==> config.mk <==
export PLATFORM = sky130hd
export DESIGN_NAME = miq_front
export DESIGN_NICKNAME = d
export VERILOG_FILES = /design/src/rtl/middle_insert_queue_macros.svh /design/src/rtl/miq_pkg.sv /design/src/rtl/miq_front.sv
export SDC_FILE = /design/constraint.sdc
export NUM_CORES = 1
export LEC_CHECK = 0
export ABC_AREA = 0
export BUFFER_PORTS_ARGS = -buffer_cell sky130_fd_sc_hd__buf_4
export CORE_ASPECT_RATIO = 0.9
export CORE_UTILIZATION = 47
export DETAILED_ROUTE_END_ITERATION = 12
export GPL_TIMING_DRIVEN = 1
export PLACE_DENSITY_LB_ADDON = 0.12
export SETUP_SLACK_MARGIN = 0.15
export SKIP_CTS_REPAIR_TIMING = 1
export SLEW_MARGIN = 10
export SYNTH_ARGS = -nofsm -noshare
export SYNTH_HDL_FRONTEND = slang
export SYNTH_SLANG_ARGS = --single-unit
==> constraint.sdc <==
create_clock -name clk_i -period 2.4 [get_ports clk_i]
set_input_delay 0 -clock clk_i [delete_from_list [all_inputs] [get_ports clk_i]]
set_output_delay 0 -clock clk_i [all_outputs]
set_load 0.01 [all_outputs]
==> src/rtl/middle_insert_queue_macros.svh <==
// ----------------------------------------------------------------------------
// middle_insert_queue assertion macros
// Shared concurrent assertion forms for the queue RTL. Both sample on clk_i
// and are disabled while rst_ni is low.
// ----------------------------------------------------------------------------
`ifndef MIDDLE_INSERT_QUEUE_MACROS_SVH
`define MIDDLE_INSERT_QUEUE_MACROS_SVH

// Same-cycle implication
`define MIQ_ASSERT_NOW(lbl, ante, cons, msg) \
  lbl: assert property (@(posedge clk_i) disable iff (!rst_ni) (ante) |-> (cons)) \
    else $error(msg);

// Next-cycle implication
`define MIQ_ASSERT_NEXT(lbl, ante, cons, msg) \
  lbl: assert property (@(posedge clk_i) disable iff (!rst_ni) (ante) |=> (cons)) \
    else $error(msg);

`endif

==> src/rtl/miq_pkg.sv <==
// ----------------------------------------------------------------------------
// miq_pkg
// Shared constants, codes and beat types of the middle-insert queue.
// ----------------------------------------------------------------------------
package miq_pkg;

  // Queue sizing; the queue is kept as a front half and a back half
  localparam int CAPACITY   = 1024;
  localparam int HALF_DEPTH = (CAPACITY + 1) / 2;
  localparam int PTR_W      = (HALF_DEPTH > 1) ? $clog2(HALF_DEPTH) : 1;

  // Field widths
  localparam int ACTION_W = 2;
  localparam int VALUE_W  = 32;
  localparam int STATUS_W = 2;
  localparam int COUNT_W  = 11;

  // Action codes on the input stream
  localparam logic [ACTION_W-1:0] ACT_PUSH   = 2'd0;
  localparam logic [ACTION_W-1:0] ACT_POP    = 2'd1;
  localparam logic [ACTION_W-1:0] ACT_INSERT = 2'd2;

  // Classified command kinds
  typedef enum logic [1:0] {
    CMD_PUSH,
    CMD_POP,
    CMD_INSERT,
    CMD_NOP
  } cmd_kind_e;

  // Result status codes
  typedef enum logic [STATUS_W-1:0] {
    ST_OK    = 2'd0,
    ST_EMPTY = 2'd1,
    ST_FULL  = 2'd2
  } status_e;

  // Front-to-back command
  typedef struct packed {
    cmd_kind_e                 kind;
    logic signed [VALUE_W-1:0] value;
  } cmd_t;

  // Result beat
  typedef struct packed {
    logic signed [VALUE_W-1:0] popped_value;
    status_e                   status;
    logic [COUNT_W-1:0]        count;
  } res_t;

endpackage

==> src/rtl/miq_front.sv <==
// ----------------------------------------------------------------------------
// miq_front
// Accepts request beats, classifies the action code and holds the commands
// in a two-entry queue ahead of the back end.
// ----------------------------------------------------------------------------
module miq_front (
  input  logic                                clk_i,
  input  logic                                rst_ni,
  // request side
  input  logic                                in_valid_i,
  output logic                                in_ready_o,
  input  logic [miq_pkg::ACTION_W-1:0]        in_action_i,
  input  logic signed [miq_pkg::VALUE_W-1:0]  in_value_i,
  // command side
  output logic                                cmd_valid_o,
  input  logic                                cmd_ready_i,
  output miq_pkg::cmd_t                       cmd_o
);

  localparam int QDEPTH = 2;

  miq_pkg::cmd_t    fifo_q [QDEPTH];
  logic             wr_ptr_q, wr_ptr_d;
  logic             rd_ptr_q, rd_ptr_d;
  logic [1:0]       fill_q, fill_d;
  logic             push, pop;
  miq_pkg::cmd_t    cmd_in;

  // classify the action
  always_comb begin
    cmd_in.value = in_value_i;
    unique case (in_action_i)
      miq_pkg::ACT_PUSH:   cmd_in.kind = miq_pkg::CMD_PUSH;
      miq_pkg::ACT_POP:    cmd_in.kind = miq_pkg::CMD_POP;
      miq_pkg::ACT_INSERT: cmd_in.kind = miq_pkg::CMD_INSERT;
      default:             cmd_in.kind = miq_pkg::CMD_NOP;
    endcase
  end

  assign in_ready_o  = (fill_q != 2'(QDEPTH));
  assign cmd_valid_o = (fill_q != 2'd0);
  assign cmd_o       = fifo_q[rd_ptr_q];

  assign push = in_valid_i && in_ready_o;
  assign pop  = cmd_valid_o && cmd_ready_i;

  // queue pointers
  always_comb begin
    wr_ptr_d = push ? ~wr_ptr_q : wr_ptr_q;
    rd_ptr_d = pop ? ~rd_ptr_q : rd_ptr_q;
    fill_d   = fill_q + 2'(push) - 2'(pop);
  end

  always_ff @(posedge clk_i or negedge rst_ni) begin
    if (!rst_ni) begin
      wr_ptr_q <= 1'b0;
      rd_ptr_q <= 1'b0;
      fill_q   <= 2'd0;
    end else begin
      wr_ptr_q <= wr_ptr_d;
      rd_ptr_q <= rd_ptr_d;
      fill_q   <= fill_d;
    end
  end

  // payload storage, no reset
  always_ff @(posedge clk_i) begin
    if (push) begin
      fifo_q[wr_ptr_q] <= cmd_in;
    end
  end

endmodule

### After elaboration in Yosys (flattened, before gate mapping)

Memory sizes are Yosys's and may differ from the RTL's.
Index checks and enable logic that the tools add are counted.

* register bits: 4
* bits in writable memories: 68
* output and inout port bits: 36
* memories kept: 1

* add/sub/neg operators: 2
* eq/ne operators: 3
* muxes and demuxes: 3
* bitwise gates (word level): 2
* reduce and logical (&&, ||, !) cells: 4

Memories
* fifo_q: words 2, bits a word 34, rd ports 1, clocked after Yosys merged registers in 0, wr ports 1, RTL line miq_front.sv:22 `miq_pkg::cmd_t fifo_q [QDEPTH];`

Operators by type and width (number)
* $pmux 2 s3: 1
* $add 2x1->2: 1
* $eq 2x1->1 const B: 1
* $eq 2x2->1 const B: 1
* $logic_and 1x1->1: 2
* $logic_not 2->1: 1
* $mux 1: 2
* $ne 2x2->1 const B: 1
* $not 1->1: 2
* $reduce_bool 2->1: 1
* $sub 2x1->2: 1

### Logic depth before layout (Yosys ltp)

* depth after elaboration: 4
* gate-level depth with buffers: 7

### Least setup slack after synthesis

OpenSTA, ideal clock, no wires.

* path type: flip-flop to flip-flop
* from: reg fill_q[1]
* to: mem fifo_q[0][0] in the netlist's numbering (enable)
* arrival: 2099 ps
* required time: 1975 ps
* slack: -124 ps
* stages on the path, launching flop included: 4
* path buffers: 0
* period minus slack after synthesis: 2524 ps
* cells stage by stage: dfrtp_1 > nand2b_1 > nand2_1 > nor2_1

* cells in the longest elaborated chain, start to end: 4

Ends and longest elaborated chain
* start: declaration: RTL line miq_front.sv:25 `logic [1:0] fill_q, fill_d;`
* start signal: assignment: RTL line miq_front.sv:62 `fill_q <= fill_d;`
* $ne 2x2->1: RTL line miq_front.sv:40 `assign in_ready_o = (fill_q != 2'(QDEPTH));`
* named net in_ready_o: RTL line miq_front.sv:11 `output logic in_ready_o,`
* $logic_and 1x1->1: RTL line miq_front.sv:44 `assign push = in_valid_i && in_ready_o;`
* $mux 1: RTL line miq_front.sv:68 `if (push) begin`
* $mux 1 (implied by the code): RTL line miq_front.sv:69 `fifo_q[wr_ptr_q] <= cmd_in;`
* end: declaration: RTL line miq_front.sv:22

The timed path passes the listed nets, and every way through them passes these cells.

### Final worst setup path

* from: reg fill_q[1]
* to: reg fill_q[1]

RTL lines
* $reduce_bool 2->1: RTL line miq_front.sv:41 `assign cmd_valid_o = (fill_q != 2'd0);`
* $logic_and 1x1->1: RTL line miq_front.sv:45 `assign pop = cmd_valid_o && cmd_ready_i;`
* named net pop: RTL line miq_front.sv:26 `logic push, pop;`
* $sub 2x1->2: RTL line miq_front.sv:51 `fill_d = fill_q + 2'(push) - 2'(pop);`
* named net fill_d[1]: RTL line miq_front.sv:25

The timed path passes the listed nets, and every way through them passes these cells.
A chain may end at the register's enable or synchronous reset.

==> results.toml <==
[cts]
clock_latency_ns = 0.32
cts_buffer_depth = 2
cts-htree-levels = 3
cts_sinks = 72
path_clk_slew_ns = 0.07
cts_tree = "yes"
cts_root_buf = "clkbuf_8"
numCtsBuffers = 9

[synth]
synthArstFlopShare_pct = 5.56
synth.distinct_cells = 16
syn-cell-area_mm2 = 0.00279
synth_nets = 165
synthTopCellsByCount = "edfxtp_1, mux2_4, mux2_2, buf_6, dfrtp_1"
syn_area_per_cell_um2 = 22.3
synthCells = 125
synth-edff-count = 68
synth_top_flop_cell = "edfxtp_1"
ys_ff_latch = 72
netlist.area_leader.share_pct = 73.3
yosysWarnings = 0
yosysTopAreaCell = "edfxtp_1"
seq_area_frac_synth_pct = 76.9
yosysMostFrequentCell = "edfxtp_1"
synth_area_leaders = "edfxtp_1, mux2_4, dfrtp_1"

[detailed_routing]
vias_per_cell = 4.67
drt_wl_total_um = 4640
vias = 1480
wl_per_cell_um = 14.6
drc_errors = 0
drt-initial-drc-count = 30
ant_nets = 0
first_pass_iters = 4

[global_routing]
first_global_vias = 1291
grt_pass1_wl_um = 6270
overflow = 0
grt_usage_pct = 14.0
grt_max_degree = 23
antenna_found_initial = 0

[timing]
max_slew_margin_pct = 67.4
setup_slack_ns = 0.653
period_share_pct = 72.8
rsz0062_at_grt = "no"
final-hold-violation-count = 0
whs_ns = 0.0842
fin_tns_setup_ns = 0
fmaxAchievable_mhz = 572
final_max_slew_viol_count = 0
final.min_clock_period_ns = 1.75
worst_pin_slew_ns = 0.488
setup_viol = 0
skew_ns = 0.00516

[power]
leakagePower_nw = 1.59
power_density_mw_per_mm2 = 1070
peakVddDrop_mv = 0.722

[setup_path]
worst-setup-path-type = "flop to flop"
cp_slowest_cell = "dfrtp_1"
cp-start-kind = "flop"
crit_arrival_ns = 2.00
critPathMaxStageDelay_ns = 0.42
crit_path_end_kind = "flop"
crit_family = "adder cells"
cp_max_fo = 3
worstPathCellList = "or2_1 > and2_4 > ha_1 > inv_1 > ha_1 > xnor2_1 > xnor2_1"
path_buf_inv = 1
crit_required_ns = 2.65

[die]
die_h_um = 75.0
io_pins = 74
die-area_mm2 = 0.00624
core_area_mm2 = 0.00569
start_util_pct = 48.9
fp.dieW_um = 83.1
row_count = 26

[final_layout]
nNetsFinal = 283
drive_above_1_share_pct = 49.8
syn2layout_area_growth_pct = 42.0
antenna_cells = 0
utilization_pct = 69.5
fin_area_mm2 = 0.00396

[placement]
placed_area_mm2 = 0.00344
gp_congestion = 0.721
post-dp-hpwl_um = 2890
port-buffer-count = 73
dp_slack_ns = 0.704

[min_path]
hold_class = "primary input to flop"

[job]
drv_cap = 0

[run_status]
status = "finished, final reports clean"
## routing by layer
metal / GRT usage [%] / up-vias / share of wire [%]
met1: 17.2 / 713 / 43
li1: - / 716 / -
met5: 0 / - / 0
met2: 21.4 / 45 / 50
met3: 5.92 / 6 / 5.7
met4: 8.05 / 0 / 1.1
## power breakdown
part	internal [mW]	leakage [nW]	total, mW	switching [mW]
Sequential	1.72	0.677	1.87	0.146
Clock	0.365	0.0726	0.745	0.381
Combinational	0.947	0.839	1.61	0.664
Total	3.04	1.59	4.23	1.19
## worst reg2reg max path, cell delays in order (launching register included)
cell	delay [ns]
dfrtp_1	0.42
or2_1	0.27
and2_4	0.18
ha_1	0.28
inv_1	0.04
ha_1	0.18
xnor2_1	0.16
xnor2_1	0.14
## cell usage in the layout (no fill, tap or decap), drive strengths merged
master / n
and2: 1
and3: 1
buf: 76
clkbuf: 13
clkinv: 2
dfrtp: 4
dlygate4sd3: 37
edfxtp: 68
ha: 2
inv: 1
mux2: 34
nand2: 1
nand2b: 1
nor2: 1
or2: 1
xnor2: 3
xor2: 1
## final cells by class
cell class              instances  area [um2]
clock buffers                  13         139
inverters                       1        3.75
clock inverters                 2        7.51
well taps                      70        87.6
flip-flops and latches         72        2140
repair buffers                113         978
multi-input cells              46         596
fillers                       379        1740
## logic make-up after synthesis
family        count (synthesis)  share of synthesized area (%)
buf+inv                       7                           2.02
fa+ha+maj                     2                          0.898
mux                          34                           17.7
xor+xnor                      4                           1.26
flops                        72                           76.9
simple gates                  6                           1.26
## through the flow
step,instances,power (mW)
6_report,317,4.23
5_1_grt,317,4.43
4_1_cts,280,4.22
3_5_place_dp,265,3.48
3_3_place_gp,265,3.43
2_1_floorplan,125,2.84
## flip-flops by register name, summed over array words and instances, names as in the netlist
| register | cells |
|---|---|
| fifo_q | 68 |
| fill_q | 2 |
| rd_ptr_q | 1 |
| wr_ptr_q | 1 |
## worst paths after layout
check	cells past startpoint	slack, ns	endpoint	start
setup / recovery	7	0.65	fill_q[1]	fill_q[1]
hold / removal	3	0.08	wr_ptr_q	in_valid_i
setup reg to reg	7	0.65	fill_q[1]	fill_q[1]
hold reg to reg	1	0.56	fill_q[0]	fill_q[0]
max in group asynchronous	3	1.64	rd_ptr_q	rst_ni
min in group asynchronous	3	0.58	wr_ptr_q	rst_ni
Note: power is estimated with default switching activity, not from simulation.
